===== src/rtl/dhsb_pkg.sv =====
// Package for the depth hole search and back-projection block.
// Holds window geometry, arithmetic widths, register codes and the
// command, status and configuration structs shared by the register file, controller, datapath and top.
package dhsb_pkg;

    localparam int RADIUS     = 5;
    localparam int COORD_BITS = 12;

    localparam int WIN_SIDE  = 2 * RADIUS + 1;
    localparam int WIN_CELLS = WIN_SIDE * WIN_SIDE;
    localparam int WIN_AW    = $clog2(WIN_CELLS);
    localparam int WS_W      = $clog2(WIN_SIDE);
    localparam int RING_W    = $clog2(RADIUS + 1);

    localparam int DEPTH_W   = 16;
    localparam int INTR_W    = 16;
    localparam int DIM_REG_W = 13;
    localparam int DIM_W     = COORD_BITS + 1;
    localparam int DIM_MAX   = 1 << COORD_BITS;

    localparam int CFG_IW = 3;
    localparam int CFG_DW = 16;

    localparam int DIFF_W  = ((COORD_BITS + 4 > INTR_W) ? COORD_BITS + 4 : INTR_W) + 1;
    localparam int PROD_W  = DIFF_W + DEPTH_W + 1;
    localparam int MAG_W   = DIFF_W + DEPTH_W - 1;
    localparam int DIV_STEPS = MAG_W;
    localparam int DIV_CW  = $clog2(DIV_STEPS);

    localparam int POS_W = 29;

    typedef enum logic [CFG_IW-1:0] {
        CFG_TARGET_COL    = 3'd0,
        CFG_TARGET_ROW    = 3'd1,
        CFG_IMAGE_WIDTH   = 3'd2,
        CFG_IMAGE_HEIGHT  = 3'd3,
        CFG_PRINCIPAL_COL = 3'd4,
        CFG_PRINCIPAL_ROW = 3'd5,
        CFG_FOCAL_COL     = 3'd6,
        CFG_FOCAL_ROW     = 3'd7
    } t_cfg_reg;

    typedef struct packed {
        logic [COORD_BITS-1:0] target_col;
        logic [COORD_BITS-1:0] target_row;
        logic [DIM_W-1:0]      width_eff;
        logic [DIM_W-1:0]      height_eff;
        logic [INTR_W-1:0]     principal_col;
        logic [INTR_W-1:0]     principal_row;
        logic [INTR_W-1:0]     focal_col_eff;
        logic [INTR_W-1:0]     focal_row_eff;
    } t_cfg;

    typedef struct packed {
        logic capture;
        logic scan_init;
        logic scan_run;
        logic diff_load;
        logic mul_load;
        logic div_load;
        logic div_step;
        logic pos_store;
        logic axis;
        logic win_clear;
    } t_cmd;

    typedef struct packed {
        logic scan_hit;
        logic scan_miss;
        logic div_last;
    } t_status;

    function automatic logic [WIN_AW-1:0] win_addr(input logic [WS_W-1:0] col,
                                                   input logic [WS_W-1:0] row);
        return WIN_AW'(int'(row) * WIN_SIDE + int'(col));
    endfunction

endpackage


===== src/rtl/dhsb_ram.sv =====
// Generic single-write, single-read RAM with registered read data.
// No dependencies.
module dhsb_ram #(
    parameter  int WIDTH  = 16,
    parameter  int DEPTH  = 121,
    localparam int ADDR_W = $clog2(DEPTH)
) (
    input  logic              i_clk,
    input  logic              i_wr_en,
    input  logic [ADDR_W-1:0] i_wr_addr,
    input  logic [WIDTH-1:0]  i_wr_data,
    input  logic [ADDR_W-1:0] i_rd_addr,
    output logic [WIDTH-1:0]  o_rd_data
);

    logic [WIDTH-1:0] r_mem [DEPTH];
    logic [WIDTH-1:0] r_rd_data;

    always_ff @(posedge i_clk) begin
        if (i_wr_en) begin
            r_mem[i_wr_addr] <= i_wr_data;
        end
        r_rd_data <= r_mem[i_rd_addr];
    end

    assign o_rd_data = r_rd_data;

endmodule


===== src/rtl/dhsb_cfg.sv =====
// Configuration register file for the depth hole search block.
// Depends on dhsb_pkg; presents t_cfg with the image size and focal lengths clamped.
module dhsb_cfg (
    input  logic                     i_clk,
    input  logic                     i_rst_n,
    input  logic                     i_cfg_valid,
    input  logic [dhsb_pkg::CFG_IW-1:0] i_cfg_index,
    input  logic [dhsb_pkg::CFG_DW-1:0] i_cfg_data,
    output dhsb_pkg::t_cfg           o_cfg
);
    import dhsb_pkg::*;

    logic [COORD_BITS-1:0] r_target_col;
    logic [COORD_BITS-1:0] r_target_row;
    logic [DIM_REG_W-1:0]  r_image_width;
    logic [DIM_REG_W-1:0]  r_image_height;
    logic [INTR_W-1:0]     r_principal_col;
    logic [INTR_W-1:0]     r_principal_row;
    logic [INTR_W-1:0]     r_focal_col;
    logic [INTR_W-1:0]     r_focal_row;

    function automatic logic [DIM_W-1:0] dim_eff(input logic [DIM_REG_W-1:0] val);
        logic [DIM_W-1:0] res;
        if (val == '0) begin
            res = DIM_W'(1);
        end else if (32'(val) > DIM_MAX) begin
            res = DIM_W'(DIM_MAX);
        end else begin
            res = DIM_W'(val);
        end
        return res;
    endfunction

    function automatic logic [INTR_W-1:0] focal_eff(input logic [INTR_W-1:0] val);
        return (val == '0) ? INTR_W'(1) : val;
    endfunction

    always_ff @(posedge i_clk) begin
        if (!i_rst_n) begin
            r_target_col    <= '0;
            r_target_row    <= '0;
            r_image_width   <= DIM_REG_W'(640);
            r_image_height  <= DIM_REG_W'(480);
            r_principal_col <= INTR_W'(5120);
            r_principal_row <= INTR_W'(3840);
            r_focal_col     <= INTR_W'(9600);
            r_focal_row     <= INTR_W'(9600);
        end else if (i_cfg_valid) begin
            unique case (t_cfg_reg'(i_cfg_index))
                CFG_TARGET_COL:    r_target_col    <= i_cfg_data[COORD_BITS-1:0];
                CFG_TARGET_ROW:    r_target_row    <= i_cfg_data[COORD_BITS-1:0];
                CFG_IMAGE_WIDTH:   r_image_width   <= i_cfg_data[DIM_REG_W-1:0];
                CFG_IMAGE_HEIGHT:  r_image_height  <= i_cfg_data[DIM_REG_W-1:0];
                CFG_PRINCIPAL_COL: r_principal_col <= i_cfg_data[INTR_W-1:0];
                CFG_PRINCIPAL_ROW: r_principal_row <= i_cfg_data[INTR_W-1:0];
                CFG_FOCAL_COL:     r_focal_col     <= i_cfg_data[INTR_W-1:0];
                CFG_FOCAL_ROW:     r_focal_row     <= i_cfg_data[INTR_W-1:0];
                default: ;
            endcase
        end
    end

    always_comb begin
        o_cfg.target_col    = r_target_col;
        o_cfg.target_row    = r_target_row;
        o_cfg.width_eff     = dim_eff(r_image_width);
        o_cfg.height_eff    = dim_eff(r_image_height);
        o_cfg.principal_col = r_principal_col;
        o_cfg.principal_row = r_principal_row;
        o_cfg.focal_col_eff = focal_eff(r_focal_col);
        o_cfg.focal_row_eff = focal_eff(r_focal_row);
    end

endmodule


===== src/rtl/dhsb_ctrl.sv =====
// Controller for the depth hole search block: stream, window scan,
// per-axis multiply and divide, result hand-off. Depends on dhsb_pkg.
module dhsb_ctrl (
    input  logic              i_clk,
    input  logic              i_rst_n,
    input  logic              i_in_valid,
    input  logic              i_last_pixel,
    input  logic              i_out_stall,
    input  dhsb_pkg::t_status i_status,
    output logic              o_in_stall,
    output logic              o_out_valid,
    output dhsb_pkg::t_cmd    o_cmd
);
    import dhsb_pkg::*;

    typedef enum logic [2:0] {
        ST_STREAM,
        ST_SCAN,
        ST_DIFF,
        ST_MUL,
        ST_DLOAD,
        ST_DIV,
        ST_STORE,
        ST_OUT
    } t_state;

    t_state r_state, n_state;
    logic   r_axis, n_axis;

    always_comb begin
        n_state = r_state;
        n_axis  = r_axis;
        unique case (r_state)
            ST_STREAM: begin
                if (i_in_valid && i_last_pixel) begin
                    n_state = ST_SCAN;
                end
            end
            ST_SCAN: begin
                if (i_status.scan_hit) begin
                    n_state = ST_DIFF;
                    n_axis  = 1'b0;
                end else if (i_status.scan_miss) begin
                    n_state = ST_OUT;
                end
            end
            ST_DIFF:  n_state = ST_MUL;
            ST_MUL:   n_state = ST_DLOAD;
            ST_DLOAD: n_state = ST_DIV;
            ST_DIV: begin
                if (i_status.div_last) begin
                    n_state = ST_STORE;
                end
            end
            ST_STORE: begin
                if (r_axis) begin
                    n_state = ST_OUT;
                end else begin
                    n_state = ST_DIFF;
                    n_axis  = 1'b1;
                end
            end
            ST_OUT: begin
                if (!i_out_stall) begin
                    n_state = ST_STREAM;
                end
            end
            default: n_state = ST_STREAM;
        endcase
    end

    always_ff @(posedge i_clk) begin
        if (!i_rst_n) begin
            r_state <= ST_STREAM;
            r_axis  <= 1'b0;
        end else begin
            r_state <= n_state;
            r_axis  <= n_axis;
        end
    end

    always_comb begin
        o_cmd.capture   = (r_state == ST_STREAM) && i_in_valid;
        o_cmd.scan_init = (r_state == ST_STREAM) && i_in_valid && i_last_pixel;
        o_cmd.scan_run  = (r_state == ST_SCAN);
        o_cmd.diff_load = (r_state == ST_DIFF);
        o_cmd.mul_load  = (r_state == ST_MUL);
        o_cmd.div_load  = (r_state == ST_DLOAD);
        o_cmd.div_step  = (r_state == ST_DIV);
        o_cmd.pos_store = (r_state == ST_STORE);
        o_cmd.axis      = r_axis;
        o_cmd.win_clear = (r_state == ST_OUT) && !i_out_stall;
    end

    assign o_in_stall  = (r_state != ST_STREAM);
    assign o_out_valid = (r_state == ST_OUT);

endmodule


===== src/rtl/dhsb_dpath.sv =====
// Datapath for the depth hole search block: raster counters, window RAM
// with valid bits, ring scan, multiplier, restoring divider and result
// registers. Depends on dhsb_pkg and dhsb_ram.
module dhsb_dpath (
    input  logic                                 i_clk,
    input  logic                                 i_rst_n,
    input  dhsb_pkg::t_cmd                       i_cmd,
    input  dhsb_pkg::t_cfg                       i_cfg,
    input  logic [dhsb_pkg::DEPTH_W-1:0]         i_depth_sample,
    output dhsb_pkg::t_status                    o_status,
    output logic                                 o_found,
    output logic [dhsb_pkg::COORD_BITS-1:0]      o_hit_col,
    output logic [dhsb_pkg::COORD_BITS-1:0]      o_hit_row,
    output logic [dhsb_pkg::DEPTH_W-1:0]         o_depth_mm,
    output logic signed [dhsb_pkg::POS_W-1:0]    o_pos_x_mm,
    output logic signed [dhsb_pkg::POS_W-1:0]    o_pos_y_mm
);
    import dhsb_pkg::*;

    localparam int CW = COORD_BITS;
    localparam logic signed [CW:0]     RAD_C = (CW+1)'(RADIUS);
    localparam logic [WS_W-1:0]        RAD_W = WS_W'(RADIUS);
    localparam logic [RING_W-1:0]      RAD_R = RING_W'(RADIUS);
    localparam logic [MAG_W-1:0]       POS_MAX_MAG = MAG_W'((1 << (POS_W - 1)) - 1);
    localparam logic [MAG_W-1:0]       POS_MIN_MAG = MAG_W'(1 << (POS_W - 1));

    // raster position and capture
    logic [CW-1:0]          r_pix_col, r_pix_row;
    logic                   r_overrun;
    logic signed [CW:0]     cap_dc, cap_dr;
    logic                   cap_in_img, cap_in_win, cap_wr;
    logic [WS_W-1:0]        cap_col, cap_row;
    logic [WIN_AW-1:0]      cap_addr;
    logic                   col_wrap, row_wrap;

    // window valid bits
    logic [WIN_CELLS-1:0]   r_vld;

    // scan
    logic [RING_W-1:0]      r_ring;
    logic [WS_W-1:0]        r_cu, r_cv;
    logic                   r_issue_done;
    logic [WS_W-1:0]        ring_lo, ring_hi, next_lo;
    logic                   issue;
    logic [WIN_AW-1:0]      scan_addr;
    logic signed [CW+1:0]   scan_nc, scan_nr;
    logic                   scan_inb;
    logic                   r_s1_valid, r_s1_inb, r_s1_vld;
    logic [CW-1:0]          r_s1_col, r_s1_row;
    logic [DEPTH_W-1:0]     ram_rdata;
    logic                   scan_hit;

    // arithmetic
    logic [CW-1:0]          sel_coord;
    logic [INTR_W-1:0]      sel_prin, sel_focal;
    logic signed [DIFF_W-1:0] r_diff;
    logic signed [PROD_W-1:0] r_prod;
    logic                   r_neg;
    logic [MAG_W-1:0]       prod_mag;
    logic [MAG_W-1:0]       r_div_q;
    logic [INTR_W-1:0]      r_div_rem;
    logic [DIV_CW-1:0]      r_div_cnt;
    logic [INTR_W:0]        div_trial;
    logic                   div_bit;
    logic [MAG_W-1:0]       q_neg;
    logic [POS_W-1:0]       pos_sat;

    // result registers
    logic                   r_found;
    logic [CW-1:0]          r_hit_col, r_hit_row;
    logic [DEPTH_W-1:0]     r_z;
    logic [POS_W-1:0]       r_pos_x, r_pos_y;

    // ---------------- capture ----------------
    always_comb begin
        cap_dc     = $signed({1'b0, r_pix_col}) - $signed({1'b0, i_cfg.target_col});
        cap_dr     = $signed({1'b0, r_pix_row}) - $signed({1'b0, i_cfg.target_row});
        cap_in_img = ({1'b0, r_pix_col} < i_cfg.width_eff)
                  && ({1'b0, r_pix_row} < i_cfg.height_eff);
        cap_in_win = (cap_dc >= -RAD_C) && (cap_dc <= RAD_C)
                  && (cap_dr >= -RAD_C) && (cap_dr <= RAD_C);
        cap_col    = WS_W'(cap_dc + RAD_C);
        cap_row    = WS_W'(cap_dr + RAD_C);
        cap_addr   = win_addr(cap_col, cap_row);
        cap_wr     = i_cmd.capture && !r_overrun && cap_in_img && cap_in_win;
        col_wrap   = ({1'b0, r_pix_col} + DIM_W'(1)) >= i_cfg.width_eff;
        row_wrap   = ({1'b0, r_pix_row} + DIM_W'(1)) >= i_cfg.height_eff;
    end

    always_ff @(posedge i_clk) begin
        if (!i_rst_n) begin
            r_pix_col <= '0;
            r_pix_row <= '0;
            r_overrun <= 1'b0;
        end else if (i_cmd.scan_init) begin
            r_pix_col <= '0;
            r_pix_row <= '0;
            r_overrun <= 1'b0;
        end else if (i_cmd.capture && !r_overrun) begin
            if (col_wrap) begin
                r_pix_col <= '0;
                if (row_wrap) begin
                    r_overrun <= 1'b1;
                end else begin
                    r_pix_row <= r_pix_row + CW'(1);
                end
            end else begin
                r_pix_col <= r_pix_col + CW'(1);
            end
        end
    end

    always_ff @(posedge i_clk) begin
        if (!i_rst_n) begin
            r_vld <= '0;
        end else if (i_cmd.win_clear) begin
            r_vld <= '0;
        end else if (cap_wr) begin
            r_vld[cap_addr] <= 1'b1;
        end
    end

    dhsb_ram #(
        .WIDTH (DEPTH_W),
        .DEPTH (WIN_CELLS)
    ) u_win_ram (
        .i_clk     (i_clk),
        .i_wr_en   (cap_wr),
        .i_wr_addr (cap_addr),
        .i_wr_data (i_depth_sample),
        .i_rd_addr (scan_addr),
        .o_rd_data (ram_rdata)
    );

    // ---------------- ring scan ----------------
    always_comb begin
        ring_lo   = RAD_W - WS_W'(r_ring);
        ring_hi   = RAD_W + WS_W'(r_ring);
        next_lo   = ring_lo - WS_W'(1);
        scan_addr = win_addr(r_cu, r_cv);
        scan_nc   = $signed((CW+2)'(i_cfg.target_col)) + $signed((CW+2)'(r_cu))
                  - $signed((CW+2)'(RADIUS));
        scan_nr   = $signed((CW+2)'(i_cfg.target_row)) + $signed((CW+2)'(r_cv))
                  - $signed((CW+2)'(RADIUS));
        scan_inb  = (scan_nc >= 0) && (scan_nc < $signed((CW+2)'(i_cfg.width_eff)))
                 && (scan_nr >= 0) && (scan_nr < $signed((CW+2)'(i_cfg.height_eff)));
        scan_hit  = r_s1_valid && r_s1_inb && r_s1_vld && (ram_rdata != '0);
        issue     = i_cmd.scan_run && !r_issue_done && !scan_hit;
    end

    always_ff @(posedge i_clk) begin
        if (!i_rst_n) begin
            r_ring       <= RING_W'(1);
            r_cu         <= RAD_W - WS_W'(1);
            r_cv         <= RAD_W - WS_W'(1);
            r_issue_done <= 1'b0;
            r_s1_valid   <= 1'b0;
        end else begin
            r_s1_valid <= issue;
            if (i_cmd.scan_init) begin
                r_ring       <= RING_W'(1);
                r_cu         <= RAD_W - WS_W'(1);
                r_cv         <= RAD_W - WS_W'(1);
                r_issue_done <= 1'b0;
            end else if (issue) begin
                priority if (r_cv != ring_hi) begin
                    r_cv <= r_cv + WS_W'(1);
                end else if (r_cu != ring_hi) begin
                    r_cu <= r_cu + WS_W'(1);
                    r_cv <= ring_lo;
                end else if (r_ring != RAD_R) begin
                    r_ring <= r_ring + RING_W'(1);
                    r_cu   <= next_lo;
                    r_cv   <= next_lo;
                end else begin
                    r_issue_done <= 1'b1;
                end
            end
        end
    end

    always_ff @(posedge i_clk) begin
        r_s1_inb <= scan_inb;
        r_s1_vld <= r_vld[scan_addr];
        r_s1_col <= scan_nc[CW-1:0];
        r_s1_row <= scan_nr[CW-1:0];
    end

    // ---------------- multiply and divide ----------------
    always_comb begin
        sel_coord = i_cmd.axis ? r_hit_row : r_hit_col;
        sel_prin  = i_cmd.axis ? i_cfg.principal_row : i_cfg.principal_col;
        sel_focal = i_cmd.axis ? i_cfg.focal_row_eff : i_cfg.focal_col_eff;
        prod_mag  = r_prod[PROD_W-1] ? MAG_W'(-r_prod) : MAG_W'(r_prod);
        div_trial = {r_div_rem, r_div_q[MAG_W-1]};
        div_bit   = (div_trial >= {1'b0, sel_focal});
        q_neg     = ~r_div_q + MAG_W'(1);
        if (!r_neg) begin
            pos_sat = (r_div_q > POS_MAX_MAG) ? POS_MAX_MAG[POS_W-1:0] : r_div_q[POS_W-1:0];
        end else begin
            pos_sat = (r_div_q > POS_MIN_MAG) ? POS_MIN_MAG[POS_W-1:0] : q_neg[POS_W-1:0];
        end
    end

    always_ff @(posedge i_clk) begin
        if (i_cmd.diff_load) begin
            r_diff <= $signed(DIFF_W'({sel_coord, 4'b0000})) - $signed(DIFF_W'(sel_prin));
        end
        if (i_cmd.mul_load) begin
            r_prod <= PROD_W'(r_diff * $signed({1'b0, r_z}));
        end
        if (i_cmd.div_load) begin
            r_neg     <= r_prod[PROD_W-1];
            r_div_q   <= prod_mag;
            r_div_rem <= '0;
            r_div_cnt <= '0;
        end else if (i_cmd.div_step) begin
            r_div_q   <= {r_div_q[MAG_W-2:0], div_bit};
            r_div_rem <= div_bit ? INTR_W'(div_trial - {1'b0, sel_focal})
                                 : div_trial[INTR_W-1:0];
            r_div_cnt <= r_div_cnt + DIV_CW'(1);
        end
    end

    // ---------------- result ----------------
    always_ff @(posedge i_clk) begin
        if (i_cmd.scan_init) begin
            r_found   <= 1'b0;
            r_hit_col <= '0;
            r_hit_row <= '0;
            r_z       <= '0;
            r_pos_x   <= '0;
            r_pos_y   <= '0;
        end else if (i_cmd.scan_run && scan_hit) begin
            r_found   <= 1'b1;
            r_hit_col <= r_s1_col;
            r_hit_row <= r_s1_row;
            r_z       <= ram_rdata;
        end else if (i_cmd.pos_store) begin
            if (i_cmd.axis) begin
                r_pos_y <= pos_sat;
            end else begin
                r_pos_x <= pos_sat;
            end
        end
    end

    always_comb begin
        o_status.scan_hit  = scan_hit;
        o_status.scan_miss = r_issue_done && !r_s1_valid;
        o_status.div_last  = (r_div_cnt == DIV_CW'(DIV_STEPS - 1));
    end

    assign o_found    = r_found;
    assign o_hit_col  = r_hit_col;
    assign o_hit_row  = r_hit_row;
    assign o_depth_mm = r_z;
    assign o_pos_x_mm = $signed(r_pos_x);
    assign o_pos_y_mm = $signed(r_pos_y);

endmodule


===== src/rtl/depth_hole_search_backproject.sv =====
// Top level of the depth hole search and back-projection block.
// Depends on dhsb_pkg, dhsb_cfg, dhsb_ctrl and dhsb_dpath.
//
//   channel | direction | handshake               | payload
//   --------+-----------+-------------------------+----------------------------------
//   in      | sink      | i_in_valid/o_in_stall   | i_depth_sample, i_last_pixel
//   out     | source    | o_out_valid/i_out_stall | o_found, o_hit_col, o_hit_row,
//           |           |                         | o_depth_mm, o_pos_x_mm, o_pos_y_mm
//   cfg     | sink      | i_cfg_valid/o_cfg_ready | i_cfg_index, i_cfg_data
//
// Pixels are taken one per cycle while streaming. After the last pixel of a
// frame the window scan reads one window entry a cycle, 285 reads over rings
// 1 to 5, then each axis runs subtract, multiply, divider load, a 32-step
// divider and saturate before the result is offered.
// No pixel is taken from the last pixel until the result leaves the output.
// Reset is synchronous; the window valid bits clear at once, no sweep.
module depth_hole_search_backproject (
    input  logic                                 i_clk,
    input  logic                                 i_rst_n,
    input  logic                                 i_in_valid,
    output logic                                 o_in_stall,
    input  logic [dhsb_pkg::DEPTH_W-1:0]         i_depth_sample,
    input  logic                                 i_last_pixel,
    output logic                                 o_out_valid,
    input  logic                                 i_out_stall,
    output logic                                 o_found,
    output logic [dhsb_pkg::COORD_BITS-1:0]      o_hit_col,
    output logic [dhsb_pkg::COORD_BITS-1:0]      o_hit_row,
    output logic [dhsb_pkg::DEPTH_W-1:0]         o_depth_mm,
    output logic signed [dhsb_pkg::POS_W-1:0]    o_pos_x_mm,
    output logic signed [dhsb_pkg::POS_W-1:0]    o_pos_y_mm,
    input  logic                                 i_cfg_valid,
    output logic                                 o_cfg_ready,
    input  logic [dhsb_pkg::CFG_IW-1:0]          i_cfg_index,
    input  logic [dhsb_pkg::CFG_DW-1:0]          i_cfg_data
);
    import dhsb_pkg::*;

    t_cfg    cfg;
    t_cmd    cmd;
    t_status status;

    assign o_cfg_ready = 1'b1;

    dhsb_cfg u_cfg (
        .i_clk       (i_clk),
        .i_rst_n     (i_rst_n),
        .i_cfg_valid (i_cfg_valid),
        .i_cfg_index (i_cfg_index),
        .i_cfg_data  (i_cfg_data),
        .o_cfg       (cfg)
    );

    dhsb_ctrl u_ctrl (
        .i_clk        (i_clk),
        .i_rst_n      (i_rst_n),
        .i_in_valid   (i_in_valid),
        .i_last_pixel (i_last_pixel),
        .i_out_stall  (i_out_stall),
        .i_status     (status),
        .o_in_stall   (o_in_stall),
        .o_out_valid  (o_out_valid),
        .o_cmd        (cmd)
    );

    dhsb_dpath u_dpath (
        .i_clk          (i_clk),
        .i_rst_n        (i_rst_n),
        .i_cmd          (cmd),
        .i_cfg          (cfg),
        .i_depth_sample (i_depth_sample),
        .o_status       (status),
        .o_found        (o_found),
        .o_hit_col      (o_hit_col),
        .o_hit_row      (o_hit_row),
        .o_depth_mm     (o_depth_mm),
        .o_pos_x_mm     (o_pos_x_mm),
        .o_pos_y_mm     (o_pos_y_mm)
    );

endmodule


===== config.mk =====
export PLATFORM = sky130hd
export DESIGN_NAME = depth_hole_search_backproject
export DESIGN_NICKNAME = d
export VERILOG_FILES = /design/src/rtl/dhsb_pkg.sv /design/src/rtl/dhsb_ram.sv /design/src/rtl/dhsb_cfg.sv /design/src/rtl/dhsb_ctrl.sv /design/src/rtl/dhsb_dpath.sv /design/src/rtl/depth_hole_search_backproject.sv
export SDC_FILE = /design/constraint.sdc
export NUM_CORES = 2
export LEC_CHECK = 0
export BUFFER_PORTS_ARGS = -buffer_cell sky130_fd_sc_hd__buf_4
export CAP_MARGIN = 20
export CORE_MARGIN = 4
export CORE_UTILIZATION = 60
export DETAILED_ROUTE_END_ITERATION = 6
export PLACE_DENSITY = 0.82
export SLEW_MARGIN = 5
export SYNTH_ARGS = -nofsm -noshare
export SYNTH_HDL_FRONTEND = slang
export SYNTH_HIERARCHICAL = 1
export SYNTH_SLANG_ARGS = --single-unit

===== constraint.sdc =====
create_clock -name i_clk -period 20.2 [get_ports i_clk]
set_clock_uncertainty 0.05 [all_clocks]
set_input_delay 1.01 -clock i_clk [delete_from_list [all_inputs] [get_ports i_clk]]
set_output_delay 1.01 -clock i_clk [all_outputs]
set_load 0.1 [all_outputs]

; ---- After elaboration in Yosys (flattened, before gate mapping)
; Memory sizes are Yosys's and may differ from the RTL's. A register that Yosys moved wholly into a read port is not among the register bits.
; Cells that the tools add are included.
[op_classes]
n_addsub = 25
multipliers = 3
magnitude_cmp = 20
n_eq_ne = 23
muxes = 36
bitwise_logic = 9
reduce_logical = 59
[op_table]
columns = cell, count
row1 = bitwise OR 121 bit, 1
row2 = two-way mux 32 bit, 3
row3 = two-way mux 29 bit, 3
row4 = two-way mux 16 bit, 5
row5 = two-way mux 13 bit, 4
row6 = multiplier 17 x 17 -> 34 bit, 1
row7 = "> comparator 32 x 28 -> 1 bit, second input constant", 1
row8 = "> comparator 32 x 29 -> 1 bit, second input constant", 1
row9 = zero test 16 bit, 2
row10 = negation 32 bit, 1
row11 = "adder 29 x 1 -> 29 bit, second input constant", 1
row12 = NOT 29 bit, 1
row13 = ">= comparator 14 x 1 -> 1 bit, second input constant", 2
row14 = < comparator 14 bit, 2
row15 = "subtractor 13 x 3 -> 14 bit, second input constant", 2
row16 = "adder 12 x 1 -> 13 bit, second input constant", 2
row17 = adder 12 x 4 -> 13 bit, 2
row18 = >= comparator 13 bit, 2
row19 = ">= comparator 13 x 4 -> 1 bit, second input constant", 2
row20 = "> comparator 13 bit, second input constant", 2
row21 = "<= comparator 13 x 4 -> 1 bit, second input constant", 2
row22 = zero test 13 bit, 2
row23 = < comparator 12 x 13 -> 1 bit, 2
row24 = subtractor 12 x 12 -> 13 bit, 2
row25 = 42 further kinds, 127
[totals]
register_bits = 507
ramBits = 1936
input_bits = 41
out_inout_bits = 102
elab_cells = 211
mem_count = 1
[mem_list]
columns = memory, depth, width, rd, rd_clocked_by_memory_dff, wr, line_no
row1 = u_dpath.u_win_ram.r_mem, 121, 16, 1, 1, 1, dhsb_ram.sv:16  ; logic [WIDTH-1:0] r_mem [DEPTH];

; ---- Depth between registers and ports, before layout
[logic_depth]
depth_word = 9
ltp_mapped = 23
mapped_depth_nobuf = 22

; ---- Cells and area by module
; The synthesis kept the hierarchy.
[modules_own_cells]
columns = mod, instances, cells_each, area_per_inst_um2, seq_area_each_um2
row1 = dhsb_ram, 1, 3566, 75493.7, 58456.1
row2 = dhsb_dpath, 1, 3975, 34891.0, 8598.2
row3 = dhsb_cfg, 1, 597, 4743.3, 2282.2
row4 = dhsb_ctrl, 1, 47, 397.9, 80.1
row5 = depth_hole_search_backproject, 1, 2, 11.3, 0.0

; ---- Worst setup path before layout
; No wires, ideal clock.
[synth_timing]
kind = register -> register
from = register u_dpath.r_z[3] (netlist: u_dpath/o_depth_mm[3])
to = register u_dpath.r_prod[33], data pin
setup_ps = 260
arrival_ps = 6870
t_required_ps = 19890
path_slack_ps = 13020
path_stages_with_launch = 20
path_buffers = 2
synth_period_minus_slack_ps = 7180
path_cell_list = dfxtp_1 -> clkbuf_1 -> clkbuf_1 -> nand2_1 -> fa_1 -> inv_1 -> fa_1 -> inv_1 -> fa_1 -> fa_1 -> fa_1 -> fa_1 -> inv_1 -> ha_1 -> and3_1 -> and3_1 -> a211o_1 -> a31o_2 -> a21oi_1 -> xnor2_1
[synth_via]
elab_chain_cells = 1
[synth_rtl]
columns = item, line_no
row1 = "start, declared", dhsb_dpath.sv:71  ; logic [DEPTH_W-1:0] r_z;
row2 = "start signal, assigned", dhsb_dpath.sv:238  ; r_z <= ram_rdata;
row3 = multiplier 17 x 17 -> 34 bit, dhsb_dpath.sv:210  ; r_prod <= PROD_W'(r_diff * $signed({1'b0, r_z}));
row4 = "end signal, assigned", dhsb_dpath.sv:210
row5 = "end, declared", dhsb_dpath.sv:57  ; logic signed [PROD_W-1:0] r_prod;
; Every way passes these cells.
; A chain may end at the register's enable or synchronous reset.

; ---- Worst setup path in the final report
[layout_timing]
from = register u_dpath.r_cv[0]
to = register u_dpath.u_win_ram.r_rd_data[9] (netlist: u_dpath/u_win_ram/o_rd_data[9]), read port of u_dpath.u_win_ram.r_mem
[layout_via]
elab_chain_cells = 2
[layout_rtl]
columns = item, line_no
row1 = "start, declared", dhsb_dpath.sv:41  ; logic [WS_W-1:0] r_cu, r_cv;
row2 = "start signal, assigned", dhsb_dpath.sv:155  ; r_cv <= RAD_W - WS_W'(1);
row3 = "start signal, assigned", dhsb_dpath.sv:163  ; r_cv <= RAD_W - WS_W'(1);
row4 = "start signal, assigned", dhsb_dpath.sv:167  ; r_cv <= r_cv + WS_W'(1);
row5 = multiplier 4 x 4 -> 7 bit, dhsb_pkg.sv:75  ; return WIN_AW'(int'(row) * WIN_SIDE + int'(col));
row6 = adder 7 x 5 -> 7 bit, dhsb_pkg.sv:75
row7 = net u_dpath.scan_addr[4], dhsb_dpath.sv:45  ; logic [WIN_AW-1:0] scan_addr;
row8 = "end, declared", dhsb_ram.sv:17  ; logic [WIDTH-1:0] r_rd_data;
; The timed path passes the listed nets, and every way through them passes these cells.

==> flow_metrics.tcl <==
set metrics [dict create \
    outcome "finished, violations left" \
    violations "design-rule violations" \
    cts_tree "built" \
    port_buffers 141 \
    antenna_found_initial 9 \
    wl_um 310000 \
    std_cell_rows 160 \
    synthFlopType "edfxtp_1" \
    ctsResizeCount 0 \
    fin_area_mm2 0.127 \
    worst_path_most_repeated_cell "ha_1" \
    synthCells 8187 \
    firstDrtPassIters 7 \
    yosysSeqAreaShare 0.601 \
    place_congestion 0.899 \
    cts_htree_levels 4 \
    clkPwrFrac 0.230 \
    cap_violations 0 \
    power.share.combinational 0.455 \
    drc 2 \
    coreArea_mm2 0.191 \
    postRouteAntennaNets 0 \
    r2r-start "u_dpath/r_cv[0]" \
    slew_viol_final 0 \
    grt_pass1_vias 73000 \
    end_kind "flop" \
    top_usage_layer "met2" \
    fin_nets 8929 \
    area_growth_pct 9.54 \
    ys_seq_elements 2458 \
    min_period_over_period 0.381 \
    powerDensity_mw_per_mm2 145 \
    drt-initial-drc-count 10300 \
    min-delay-path-class "reg2reg" \
    globalRouteMet2Util 0.492 \
    wire_per_inst_um 28.1 \
    grt.total_usage 0.309 \
    worstPathCellList "ha_1, ha_1, inv_1, fa_1, inv_1, ha_1, a21oi_1, xnor2_2, buf_4, buf_4, nor2b_1, buf_6, a22oi_1, a21oi_1, nor4_1, a211oi_1" \
    pwr-share-seq 0.315 \
    overflow 0 \
    drive_above_1_share 0.148 \
    vias 73300 \
    p_int_mw 10.8 \
    clkTransAtPathRegs_ns 0.06 \
    hpwl_um 190000 \
    cp.arrival_ns 8.29 \
    cts_buffer_depth 3 \
    viasPerCell 6.65 \
    period_needed_ns 7.69 \
    p_total_mw 18.4 \
    final_cells 11000 \
    hp-start "u_dpath/u_win_ram/o_rd_data[4]" \
    max_stage_delay_ns 0.94 \
    mappedNetlistArea_mm2 0.116 \
    fp.dieH_um 447 \
    setup_viol 0 \
    switchingPower_mw 7.64 \
    synth_area_per_cell_um2 14.1 \
    sw_frac_of_total 0.415 \
    synth.net_count 8818 \
    place_area_mm2 0.119 \
    cts_setup_buffers 0 \
    grt_max_degree 123 \
    tightest_slew_ns 1.30 \
    gr-usage-met1 0.411 \
    initial_core_util 0.606 \
    crit_type "reg2reg" \
    root_buffer "clkbuf_16" \
    clock-sinks 2458 \
    start_kind "flop" \
    max_freq_mhz 130 \
    postCtsHoldBufs 0 \
    final_util 0.663 \
    yosysUniqueCellTypes 110 \
    grt_pass1_wl_um 464000 \
    critical-path-slowest-cell "nor4_1" \
    grt_use_met3 0.0680 \
    insertion_delay_ns 0.92 \
    tns_ns 0 \
    rsz0062_at_grt "no" \
    synth_edf_count 2019 \
    hold_viol 0 \
    startpoint "u_dpath/r_cv[0]" \
    synth-warning-count 6 \
    num_io_pins 143 \
    die_x_um 447 \
    timing.hold.ws_ns 0.356 \
    cts_made_buffers 229 \
    worst_slack_ns 12.51 \
    placedCellCount 10600 \
    die_area_mm2 0.200 \
    async_reset_ff_frac 0 \
    required_ns 20.80 \
    dp_slack_ns 13.11 \
    p_leak_nw 43.8 \
    vdd_drop_max_mv 0.234 \
    slew_headroom 0.129 \
    critPathMaxFanout 58 \
]
## worst max-delay path: cells and delay by family, from the launching register on
family                   cells  cell delay, ns
buffers and inverters        5            2.05
XOR/XNOR                     1            0.68
AND/OR/NAND/NOR              2            1.30
flip-flops                   1            0.62
AO/OA/AOI/OAI                4            1.21
adder cells (fa/ha/maj)      4            1.45
## kinds of logic (layout without fill, tap and decap cells)
group,count (synthesis),count (layout),share of synthesized area
compound gates,1313,1313,0.0758
xor+xnor,170,170,0.0130
fa+ha+maj,590,590,0.0827
buf+inv,1016,1325,0.0393
flops,2458,2458,0.601
mux,754,754,0.113
other cells,1,9,0.0000325
simple gates,1885,1885,0.0759
## layout by cell type (no fill, tap or decap), types with 124 or more instances in the layout
master | netlist | routed
a211oi_1 | 124 | 124
a21oi_1 | 281 | 281
and2_1 | 141 | 141
buf_4 | 36 | 351
clkbuf_16 | 0 | 232
dfxtp_1 | 439 | 438
edfxtp_1 | 2019 | 2019
fa_1 | 289 | 289
ha_1 | 301 | 299
inv_1 | 526 | 523
mux2i_1 | 271 | 271
mux4_2 | 409 | 409
nand2_1 | 849 | 849
nand3_1 | 130 | 130
nor2_1 | 355 | 351
o211ai_1 | 138 | 138
o21ai_0 | 171 | 171
## area by class of cell
type,instances,area (um2)
Inverter,530,2000
Clock inverter,139,1230
Sequential cell,2458,69400
Tap cell,2511,3140
Multi-Input combinational cell,4713,41800
Timing Repair Buffer,366,2900
Clock buffer,290,6080
Antenna cell,8,20.0
Fill cell,12400,64200
## routing by layer
| metal | vias up | wire [um] |
|---|---|---|
| li1 | 30600 | - |
| met1 | 36300 | 111000 |
| met2 | 5314 | 147000 |
| met3 | 992 | 35800 |
| met4 | 6 | 16500 |
| met5 | - | 46 |
## state kept, by name, indices dropped and copies added (netlist names), 13 cells and up
signal                       count
u_cfg/r_image_width             13
u_dpath/r_prod                  33
u_cfg/r_focal_row               16
u_dpath/r_diff                  17
u_dpath/u_win_ram/o_rd_data     16
u_dpath/r_div_rem               16
u_cfg/r_principal_col           16
u_cfg/r_focal_col               16
u_dpath/u_win_ram/r_mem       1936
u_cfg/r_image_height            13
u_dpath/o_pos_y_mm              29
u_dpath/o_pos_x_mm              29
u_dpath/r_vld                  121
u_dpath/r_div_q                 32
u_cfg/r_principal_row           16
u_dpath/o_depth_mm              16
## cell usage after synthesis (91+ instances only)
cell | number | area, um2
a211oi_1 | 124 | 931
a21oi_1 | 281 | 1410
a22oi_1 | 92 | 691
and2_1 | 141 | 882
clkbuf_1 | 285 | 1070
dfxtp_1 | 439 | 8790
edfxtp_1 | 2019 | 60600
fa_1 | 289 | 5790
ha_1 | 301 | 3770
inv_1 | 526 | 1970
mux2i_1 | 271 | 2710
mux4_2 | 409 | 9210
nand2_1 | 849 | 3190
nand3_1 | 130 | 651
nor2_1 | 355 | 1330
o211ai_1 | 138 | 1040
o21ai_0 | 171 | 856
o21ai_1 | 91 | 455
xnor2_1 | 105 | 920
## power groups by stage
| stage | combinational, mW | sequential [mW] | clock, mW |
|---|---|---|---|
| floorplan | 5.01 | 5.99 | 0 |
| global placement | 7.69 | 5.90 | 0 |
| detailed placement | 7.87 | 5.90 | 0 |
| CTS | 8.04 | 5.80 | 4.25 |
| global route | 8.57 | 5.81 | 4.48 |
| finish | 8.38 | 5.80 | 4.23 |
## final timing paths
| kind | endpoint | slack [ns] | depth (start not counted) |
|---|---|---|---|
| max | u_dpath/u_win_ram/o_rd_data[9] | 12.51 | 16 |
| min | u_dpath/o_depth_mm[4] | 0.36 | 2 |
| max reg2reg | u_dpath/u_win_ram/o_rd_data[9] | 12.51 | 16 |
| min reg2reg | u_dpath/o_depth_mm[4] | 0.36 | 2 |
(Power assumes the default switching activity.)
